[config.mk]
export PLATFORM = sky130hd
export DESIGN_NAME = nearest_neighbour_classifier
export DESIGN_NICKNAME = d
export VERILOG_FILES = /design/src/hdl/nnc_pkg.sv /design/src/hdl/nnc_store.sv /design/src/hdl/nnc_dist.sv /design/src/hdl/nearest_neighbour_classifier.sv
export SDC_FILE = /design/constraint.sdc
export NUM_CORES = 2
export LEC_CHECK = 0
export BUFFER_PORTS_ARGS = -buffer_cell sky130_fd_sc_hd__buf_2
export CORE_MARGIN = 10
export CORE_UTILIZATION = 69
export DETAILED_ROUTE_END_ITERATION = 6
export PLACE_DENSITY = 0.83
export RECOVER_POWER = 50
export SYNTH_ARGS = -nofsm -noshare
export SYNTH_HDL_FRONTEND = slang
export SYNTH_HIERARCHICAL = 1
export SYNTH_SLANG_ARGS = --single-unit
[constraint.sdc]
create_clock -name clk_i -period 11.8 [get_ports clk_i]
set_clock_uncertainty 0.05 [all_clocks]
set_input_delay 0.59 -clock clk_i [delete_from_list [all_inputs] [get_ports clk_i]]
set_output_delay 0.59 -clock clk_i [all_outputs]
set_load 0.05 [all_outputs]
[src/hdl/nnc_pkg.sv]
// Shared types, widths and codes of the nearest-neighbour classifier.
// No dependencies; imported by every module of the block.
package nnc_pkg;

  // Field widths.
  localparam int FEAT_W   = 16;
  localparam int NUM_FEAT = 4;
  localparam int LABEL_W  = 8;
  localparam int DIST_W   = 34;
  localparam int COUNT_W  = 6;
  localparam int INDEX_W  = 5;
  localparam int SQ_W     = 2 * FEAT_W;

  // Table depth default.
  localparam int DEF_TABLE_DEPTH = 32;

  // Configuration registers and their reset values.
  localparam int CFG_IDX_W = 1;
  localparam logic [CFG_IDX_W-1:0] CFG_SAMPLE_COUNT   = 1'b0;
  localparam logic [CFG_IDX_W-1:0] CFG_DISTANCE_LIMIT = 1'b1;
  localparam logic [COUNT_W-1:0] RESET_SAMPLE_COUNT   = 6'd25;
  localparam logic [DIST_W-1:0]  RESET_DISTANCE_LIMIT = 34'h0_FFFF_FFFF;

  // Input command codes (carried in tuser).
  localparam logic CMD_LOAD  = 1'b0;
  localparam logic CMD_QUERY = 1'b1;

  // Input tdata layout, lowest bit first.
  localparam int IN_INDEX_LSB = 0;
  localparam int IN_LABEL_LSB = IN_INDEX_LSB + INDEX_W;
  localparam int IN_FEAT_LSB  = IN_LABEL_LSB + LABEL_W;
  localparam int IN_USED_W    = IN_FEAT_LSB + NUM_FEAT * FEAT_W;
  localparam int IN_TDATA_W   = ((IN_USED_W + 7) / 8) * 8;

  // Output tdata layout, lowest bit first.
  localparam int OUT_LABEL_LSB = 0;
  localparam int OUT_DIST_LSB  = OUT_LABEL_LSB + LABEL_W;
  localparam int OUT_FOUND_LSB = OUT_DIST_LSB + DIST_W;
  localparam int OUT_USED_W    = OUT_FOUND_LSB + 1;
  localparam int OUT_TDATA_W   = ((OUT_USED_W + 7) / 8) * 8;

  // Four features packed, feature a in the lowest bits.
  typedef logic [NUM_FEAT-1:0][FEAT_W-1:0] feat_vec_t;

  // Control tag that travels with each slot of the distance pipeline.
  typedef struct packed {
    logic active;  // slot carries work of the current query
    logic entry;   // slot holds a table entry to compare
    logic last;    // final slot of the query
  } nnc_tag_t;

  // Absolute difference of two unsigned features.
  function automatic logic [FEAT_W-1:0] abs_diff(input logic [FEAT_W-1:0] x,
                                                 input logic [FEAT_W-1:0] y);
    return (x >= y) ? (x - y) : (y - x);
  endfunction

endpackage

[src/hdl/nnc_store.sv]
// Sample table of the classifier: one write port, one registered read port.
// Depends on nnc_pkg for the label and feature types.
module nnc_store import nnc_pkg::*; #(
  parameter int TABLE_DEPTH = DEF_TABLE_DEPTH,
  parameter int AW          = (TABLE_DEPTH > 1) ? $clog2(TABLE_DEPTH) : 1
) (
  input  logic               clk_i,
  input  logic               wr_en_i,
  input  logic [AW-1:0]      wr_addr_i,
  input  logic [LABEL_W-1:0] wr_label_i,
  input  feat_vec_t          wr_feat_i,
  input  logic               rd_en_i,
  input  logic [AW-1:0]      rd_addr_i,
  output logic [LABEL_W-1:0] rd_label_o,
  output feat_vec_t          rd_feat_o
);

  localparam int WORD_W = LABEL_W + NUM_FEAT * FEAT_W;

  logic [WORD_W-1:0] mem_q [TABLE_DEPTH];
  logic [WORD_W-1:0] rd_word_q;

  // Write port.
  always_ff @(posedge clk_i) begin
    if (wr_en_i) begin
      mem_q[wr_addr_i] <= {wr_label_i, wr_feat_i};
    end
  end

  // Registered read port.
  always_ff @(posedge clk_i) begin
    if (rd_en_i) begin
      rd_word_q <= mem_q[rd_addr_i];
    end
  end

  assign rd_feat_o  = rd_word_q[NUM_FEAT*FEAT_W-1:0];
  assign rd_label_o = rd_word_q[WORD_W-1:NUM_FEAT*FEAT_W];

endmodule

[src/hdl/nnc_dist.sv]
// Distance pipeline and running minimum of the classifier.
// Depends on nnc_pkg; fed by the table read port of nnc_store.
module nnc_dist import nnc_pkg::*; (
  input  logic               clk_i,
  input  logic               rst_ni,
  input  logic               start_i,
  input  logic [DIST_W-1:0]  limit_i,
  input  feat_vec_t          query_i,
  input  nnc_tag_t           tag_i,
  input  logic [LABEL_W-1:0] rd_label_i,
  input  feat_vec_t          rd_feat_i,
  output logic               done_o,
  output logic [LABEL_W-1:0] best_label_o,
  output logic [DIST_W-1:0]  best_dist_o,
  output logic               found_o
);

  nnc_tag_t tag0_q, tag1_q, tag2_q, tag3_q;
  logic [LABEL_W-1:0] label1_q, label2_q, label3_q;
  logic [NUM_FEAT-1:0][FEAT_W-1:0] diff_q;
  logic [NUM_FEAT-1:0][SQ_W-1:0]   sq_q;
  logic [DIST_W-1:0] sum_q;
  logic [DIST_W-1:0] best_q;
  logic [LABEL_W-1:0] best_label_q;
  logic found_q, done_q;
  logic take;

  // Tags follow the data; the first tag lines up with the table read.
  always_ff @(posedge clk_i or negedge rst_ni) begin
    if (!rst_ni) begin
      tag0_q <= '0;
      tag1_q <= '0;
      tag2_q <= '0;
      tag3_q <= '0;
    end else begin
      tag0_q <= tag_i;
      tag1_q <= tag0_q;
      tag2_q <= tag1_q;
      tag3_q <= tag2_q;
    end
  end

  // Stage 1: feature differences.
  always_ff @(posedge clk_i) begin
    for (int k = 0; k < NUM_FEAT; k++) begin
      diff_q[k] <= abs_diff(rd_feat_i[k], query_i[k]);
    end
    label1_q <= rd_label_i;
  end

  // Stage 2: one square per feature.
  always_ff @(posedge clk_i) begin
    for (int k = 0; k < NUM_FEAT; k++) begin
      sq_q[k] <= SQ_W'(diff_q[k]) * SQ_W'(diff_q[k]);
    end
    label2_q <= label1_q;
  end

  // Stage 3: sum of the squares.
  always_ff @(posedge clk_i) begin
    sum_q    <= DIST_W'(sq_q[0]) + DIST_W'(sq_q[1]) + DIST_W'(sq_q[2]) + DIST_W'(sq_q[3]);
    label3_q <= label2_q;
  end

  // Stage 4: strict compare against the running minimum.
  assign take = tag3_q.active && tag3_q.entry && (sum_q < best_q);

  always_ff @(posedge clk_i) begin
    if (start_i) begin
      best_q       <= limit_i;
      best_label_q <= '0;
    end else if (take) begin
      best_q       <= sum_q;
      best_label_q <= label3_q;
    end
  end

  // The result stays valid until the next query starts.
  always_ff @(posedge clk_i or negedge rst_ni) begin
    if (!rst_ni) begin
      found_q <= 1'b0;
      done_q  <= 1'b0;
    end else if (start_i) begin
      found_q <= 1'b0;
      done_q  <= 1'b0;
    end else begin
      if (take) begin
        found_q <= 1'b1;
      end
      if (tag3_q.active && tag3_q.last) begin
        done_q <= 1'b1;
      end
    end
  end

  assign done_o       = done_q;
  assign best_label_o = best_label_q;
  assign best_dist_o  = best_q;
  assign found_o      = found_q;

endmodule

[src/hdl/nearest_neighbour_classifier.sv]
// Nearest-neighbour classifier: query sequencer, registers and output stage.
// A load does not close the input. A query scans n = min(sample_count, TABLE_DEPTH)
// entries, one table read per cycle, into a four-stage distance pipeline;
// the input stays closed until its result is loaded into the output register,
// which waits while an earlier result is stalled. The table read port sets the pace.
// Reset clears control and sets configuration to its reset values; the table is undefined until loaded.
module nearest_neighbour_classifier import nnc_pkg::*; #(
  parameter int TABLE_DEPTH = DEF_TABLE_DEPTH
) (
  input  logic                   clk_i,
  input  logic                   rst_ni,
  // Input stream. tdata: entry_index, sample_label, feature_a, feature_b,
  // feature_c, feature_d (from bit 0 up). tuser: command.
  input  logic                   s_axis_tvalid,
  output logic                   s_axis_tready,
  input  logic [IN_TDATA_W-1:0]  s_axis_tdata,
  input  logic                   s_axis_tuser,
  // Output stream. tdata: nearest_label, nearest_distance, match_found
  // (from bit 0 up).
  output logic                   m_axis_tvalid,
  input  logic                   m_axis_tready,
  output logic [OUT_TDATA_W-1:0] m_axis_tdata,
  // Configuration write port.
  input  logic                   cfg_we_i,
  input  logic [CFG_IDX_W-1:0]   cfg_idx_i,
  input  logic [DIST_W-1:0]      cfg_data_i
);

  localparam int AW = (TABLE_DEPTH > 1) ? $clog2(TABLE_DEPTH) : 1;
  localparam int CW = $clog2(TABLE_DEPTH + 1);

  // Sequencer states.
  localparam logic [1:0] ST_IDLE  = 2'd0;
  localparam logic [1:0] ST_SCAN  = 2'd1;
  localparam logic [1:0] ST_DRAIN = 2'd2;

  logic [1:0] state_q, state_d;
  logic [CW-1:0] idx_q, idx_d;
  logic [CW-1:0] n_q, n_d;
  logic [CW:0] idx_inc;
  feat_vec_t query_q;
  logic [COUNT_W-1:0] sample_count_q;
  logic [DIST_W-1:0] distance_limit_q;
  logic out_valid_q, out_valid_d;
  logic [LABEL_W-1:0] out_label_q;
  logic [DIST_W-1:0] out_dist_q;
  logic out_found_q;

  logic in_xfer, load_xfer, query_xfer, out_free, last_slot, out_load;
  logic [INDEX_W-1:0] in_index;
  logic [LABEL_W-1:0] in_label;
  feat_vec_t in_feat;
  nnc_tag_t tag;
  logic [LABEL_W-1:0] rd_label, best_label;
  feat_vec_t rd_feat;
  logic [DIST_W-1:0] best_dist;
  logic done, found;

  // Input unpacking and transfer decode.
  assign in_index   = s_axis_tdata[IN_LABEL_LSB-1:IN_INDEX_LSB];
  assign in_label   = s_axis_tdata[IN_FEAT_LSB-1:IN_LABEL_LSB];
  assign in_feat    = s_axis_tdata[IN_USED_W-1:IN_FEAT_LSB];
  assign s_axis_tready = (state_q == ST_IDLE);
  assign in_xfer    = s_axis_tvalid && s_axis_tready;
  assign load_xfer  = in_xfer && (s_axis_tuser == CMD_LOAD) &&
                      (32'(in_index) < 32'(TABLE_DEPTH));
  assign query_xfer = in_xfer && (s_axis_tuser == CMD_QUERY);

  // Configuration registers.
  always_ff @(posedge clk_i or negedge rst_ni) begin
    if (!rst_ni) begin
      sample_count_q   <= RESET_SAMPLE_COUNT;
      distance_limit_q <= RESET_DISTANCE_LIMIT;
    end else if (cfg_we_i) begin
      unique case (cfg_idx_i)
        CFG_SAMPLE_COUNT:   sample_count_q   <= cfg_data_i[COUNT_W-1:0];
        CFG_DISTANCE_LIMIT: distance_limit_q <= cfg_data_i;
        default: ;
      endcase
    end
  end

  // Scan sequencer.
  assign idx_inc   = {1'b0, idx_q} + {{CW{1'b0}}, 1'b1};
  assign last_slot = (n_q == '0) || (idx_inc >= {1'b0, n_q});
  assign out_free  = !out_valid_q || m_axis_tready;
  assign out_load  = (state_q == ST_DRAIN) && done && out_free;

  always_comb begin
    state_d = state_q;
    idx_d   = idx_q;
    n_d     = n_q;
    tag     = '0;
    unique case (state_q)
      ST_IDLE: begin
        if (query_xfer) begin
          idx_d   = '0;
          n_d     = (32'(sample_count_q) > 32'(TABLE_DEPTH)) ? CW'(TABLE_DEPTH)
                                                             : CW'(sample_count_q);
          state_d = ST_SCAN;
        end
      end
      ST_SCAN: begin
        tag.active = 1'b1;
        tag.entry  = (n_q != '0);
        tag.last   = last_slot;
        idx_d      = idx_inc[CW-1:0];
        if (last_slot) begin
          state_d = ST_DRAIN;
        end
      end
      ST_DRAIN: begin
        if (out_load) begin
          state_d = ST_IDLE;
        end
      end
      default: state_d = ST_IDLE;
    endcase
  end

  always_ff @(posedge clk_i or negedge rst_ni) begin
    if (!rst_ni) begin
      state_q <= ST_IDLE;
      idx_q   <= '0;
      n_q     <= '0;
    end else begin
      state_q <= state_d;
      idx_q   <= idx_d;
      n_q     <= n_d;
    end
  end

  // Query features are held for the whole scan.
  always_ff @(posedge clk_i) begin
    if (query_xfer) begin
      query_q <= in_feat;
    end
  end

  // Sample table.
  nnc_store #(
    .TABLE_DEPTH (TABLE_DEPTH),
    .AW          (AW)
  ) u_store (
    .clk_i      (clk_i),
    .wr_en_i    (load_xfer),
    .wr_addr_i  (AW'(in_index)),
    .wr_label_i (in_label),
    .wr_feat_i  (in_feat),
    .rd_en_i    (tag.entry),
    .rd_addr_i  (idx_q[AW-1:0]),
    .rd_label_o (rd_label),
    .rd_feat_o  (rd_feat)
  );

  // Distance pipeline and running minimum.
  nnc_dist u_dist (
    .clk_i        (clk_i),
    .rst_ni       (rst_ni),
    .start_i      (query_xfer),
    .limit_i      (distance_limit_q),
    .query_i      (query_q),
    .tag_i        (tag),
    .rd_label_i   (rd_label),
    .rd_feat_i    (rd_feat),
    .done_o       (done),
    .best_label_o (best_label),
    .best_dist_o  (best_dist),
    .found_o      (found)
  );

  // Output register.
  always_comb begin
    out_valid_d = out_valid_q;
    if (m_axis_tready) begin
      out_valid_d = 1'b0;
    end
    if (out_load) begin
      out_valid_d = 1'b1;
    end
  end

  always_ff @(posedge clk_i or negedge rst_ni) begin
    if (!rst_ni) begin
      out_valid_q <= 1'b0;
    end else begin
      out_valid_q <= out_valid_d;
    end
  end

  always_ff @(posedge clk_i) begin
    if (out_load) begin
      out_label_q <= best_label;
      out_dist_q  <= best_dist;
      out_found_q <= found;
    end
  end

  assign m_axis_tvalid = out_valid_q;
  assign m_axis_tdata  = {{(OUT_TDATA_W - OUT_USED_W){1'b0}},
                          out_found_q, out_dist_q, out_label_q};

endmodule

==> flow_summary.ini <==
[sta]
grt_setup_unrepaired = no
layout_min_cycle_time_ns = 7.14
max_fclk_mhz = 140
slew_violations = 468
finalSetupViolations = 0
transition_at_the_pin_with_the_smallest_max_transition_slack_ns = 3.92
hold_viol_final = 0
totalNegativeSetupSlack_ns = 0
max-slew-margin-rel_pct = -161
final.period_utilization_pct = 60.5

[logic_synthesis]
synthesis.instances = 9355
synth_edf_count = 2517
synth_async_sr_flop_share_pct = 2.43
yosysTopAreaCell = edfxtp_1
synth.yosys.seq_area_share_pct = 58.6
syn_area_per_cell_um2 = 15.0
ys_warn_count = 6
ys_types = 98
synthesis.area_mm2 = 0.141
netlist_top_cells_area = edfxtp_1 (54%), fa_1 (10%), ha_1 (5.3%), mux4_2 (4.7%), mux2i_1 (4.3%)
yosys_most_used_dff = edfxtp_1
post-synth-top-area-fraction_pct = 53.7
postSynthRegisterBits = 2840

[hold_path]
min_path_type = in2reg

[floorplanning]
io-pin-count = 171
initial_core_utilization_pct = 69.5
design.core.area_mm2 = 0.203
die-area_mm2 = 0.222
std_cell_rows = 165
floorplan.die.height_um = 472
floorplan.die.width_um = 472

[cts]
clock_tree_root = clkbuf_16
clock_insertion_delay_worst_skew_ns = 0.97
tritoncts = built
clkSinkCount = 2840
cts.clk_slew.worst_paths_ns = 0.06
cts-buffers-inserted = 293
cts_resized = 0
clock_tree.htree_level_count = 5
max-clock-path-buffers = 4

[finish]
final_layout_size_suffix_gt1_share_pct = 10.9
syn2layout_area_growth_pct = 9.24
mostFrequentLayoutCell = edfxtp_1
mostFrequentLayoutCells = edfxtp_1 (2517), inv_1 (1209), fa_1 (720), mux2i_1 (603), ha_1 (601)
final_design_area_no_fill_mm2 = 0.154
finish.net_count = 11100

[grt]
total_grt_overflow = 0
grt_util_all_layers_pct = 33.2
grt_first_pass_wirelength_mm = 550
grt_max_degree = 148
initial_antenna_violation_count = 31
grt_pass1_vias = 86200

[routing]
initialDrtViolationCount = 11500
route.antenna.remaining_nets = 0
routed-via-count = 83400
route.detailed.drc = 0
drt_pass1_iterations = 7
drt_wl_total_mm = 372
post_drt_wl_per_cell_um = 29.7
routed_via_density = 6.66

[setup_path]
crit_path_start_kind = register
arrival_ns = 7.95
worst_setup_path_end_kind = register
path_class = reg2reg
critPathRequiredTime_ns = 12.60
crit_path_max_fanout = 16

[placed_design]
port_buffers = 162
dpl_cell_area_mm2 = 0.144
post-dp-hpwl_mm = 220
place_congestion = 0.911

[outcome]
outcome = finished with violations
violations = max-capacitance violations, max-slew violations

[run]
drv_cap = 13
-- layout make-up --
class	count	area [um^2]
flip-flops and latches	2840	82500
multi-input cells	4949	52300
fillers	11300	48800
clock buffers	373	7810
inverters	1210	4540
well taps	2672	3340
repair buffers	320	1980
clock inverters	122	1250
diodes	24	60.1
-- routing by layer --
metal | global-route usage (%) | routed length, um
met2 | 53.9 | 179000
met5 | 0 | 80
met1 | 41.7 | 125000
met4 | 18.1 | 23900
met3 | 7.76 | 43900
-- logic make-up (layout without fill, tap and decap cells) --
family | after synthesis | after routing | synth area share, %
AND/OR/NAND/NOR | 1238 | 1238 | 4.33
flip-flops | 2840 | 2840 | 58.6
buffers and inverters | 1571 | 2025 | 4.51
AO/OA/AOI/OAI | 1166 | 1166 | 5.83
adder cells (fa/ha/maj) | 1321 | 1321 | 15.6
multiplexers | 981 | 981 | 9.68
other | 3 | 32 | 0.00800
XOR/XNOR | 235 | 235 | 1.46
-- path summary, 6_finish.rpt --
kind | to | start | slack [ns] | cells past startpoint
worst max register to register | u_dist/sq_q[62] | u_dist/diff_q[19] | 4.66 | 23
worst min-delay path | sample_count_q[1] | cfg_idx_i | 0.17 | 3
worst min register to register | u_dist/label3_q[2] | u_dist/label2_q[2] | 0.27 | 0
min in group asynchronous | distance_limit_q[32] | rst_ni | 1.57 | 2
max in group asynchronous | idx_q[3] | rst_ni | 7.39 | 2
worst max-delay path | u_dist/sq_q[62] | u_dist/diff_q[19] | 4.66 | 23
-- worst max-delay path, stage by stage, from the launching register on --
cell and delay, ns:
dfxtp_1 0.79, inv_1 0.28, nor2_1 0.26, ha_1 0.29
xor2_1 0.19, fa_1 0.54, inv_1 0.05, fa_1 0.49
fa_1 0.50, fa_1 0.49, inv_1 0.05, fa_1 0.47
inv_1 0.04, ha_1 0.38, a2111oi_4 0.32, o21ai_1 0.12
a221o_1 0.35, a31oi_4 0.23, o21ai_2 0.12, or4_4 0.44
a31oi_4 0.22, o221ai_2 0.12, a21oi_2 0.16, xnor2_1 0.12
-- what timing repair did --
| action | 4_1_cts | 5_1_grt |
|---|---|---|
| hold endpoints to repair | 75 | 0 |
| hold buffers | 36 | 0 |
| buffers inserted | 0 | 0 |
-- metrics by stage --
| stage | worst slack [ns] | cells | hold slack (ns) | utilization [%] |
|---|---|---|---|---|
| after CTS | 4.64 | 12500 | 0.0309 | 76.0 |
| after global placement | 4.71 | 12000 | 0.264 | 71.3 |
| after global routing | 4.27 | 12500 | 0.151 | 75.9 |
| after detailed placement | 4.65 | 12000 | 0.264 | 71.3 |
| final | 4.66 | 12500 | 0.169 | 75.9 |
| after floorplan | 5.38 | 9360 | 0.244 | - |
-- Yosys cell counts (98+ instances only) --
library cell / number
o21ai_0: 105
nand3_1: 188
a21oi_1: 203
fa_1: 720
and2_1: 174
mux2i_1: 603
edfxtp_1: 2517
ha_1: 601
nand2_1: 417
xnor2_1: 161
mux4_2: 296
a22oi_1: 369
clkbuf_1: 199
a21o_1: 151
buf_2: 98
inv_1: 1209
nor2_1: 183
dfxtp_1: 254
-- registers in the layout (all words and copies together), names as in the netlist, 64 cells and up --
name	flops
u_dist/diff_q	64
query_q	64
u_store/mem_q	2304
u_store/rd_word_q	72
u_dist/sq_q	124
Power is not shown: default switching activity piles up to over one toggle a cycle in this logic, so the estimate is an artifact.
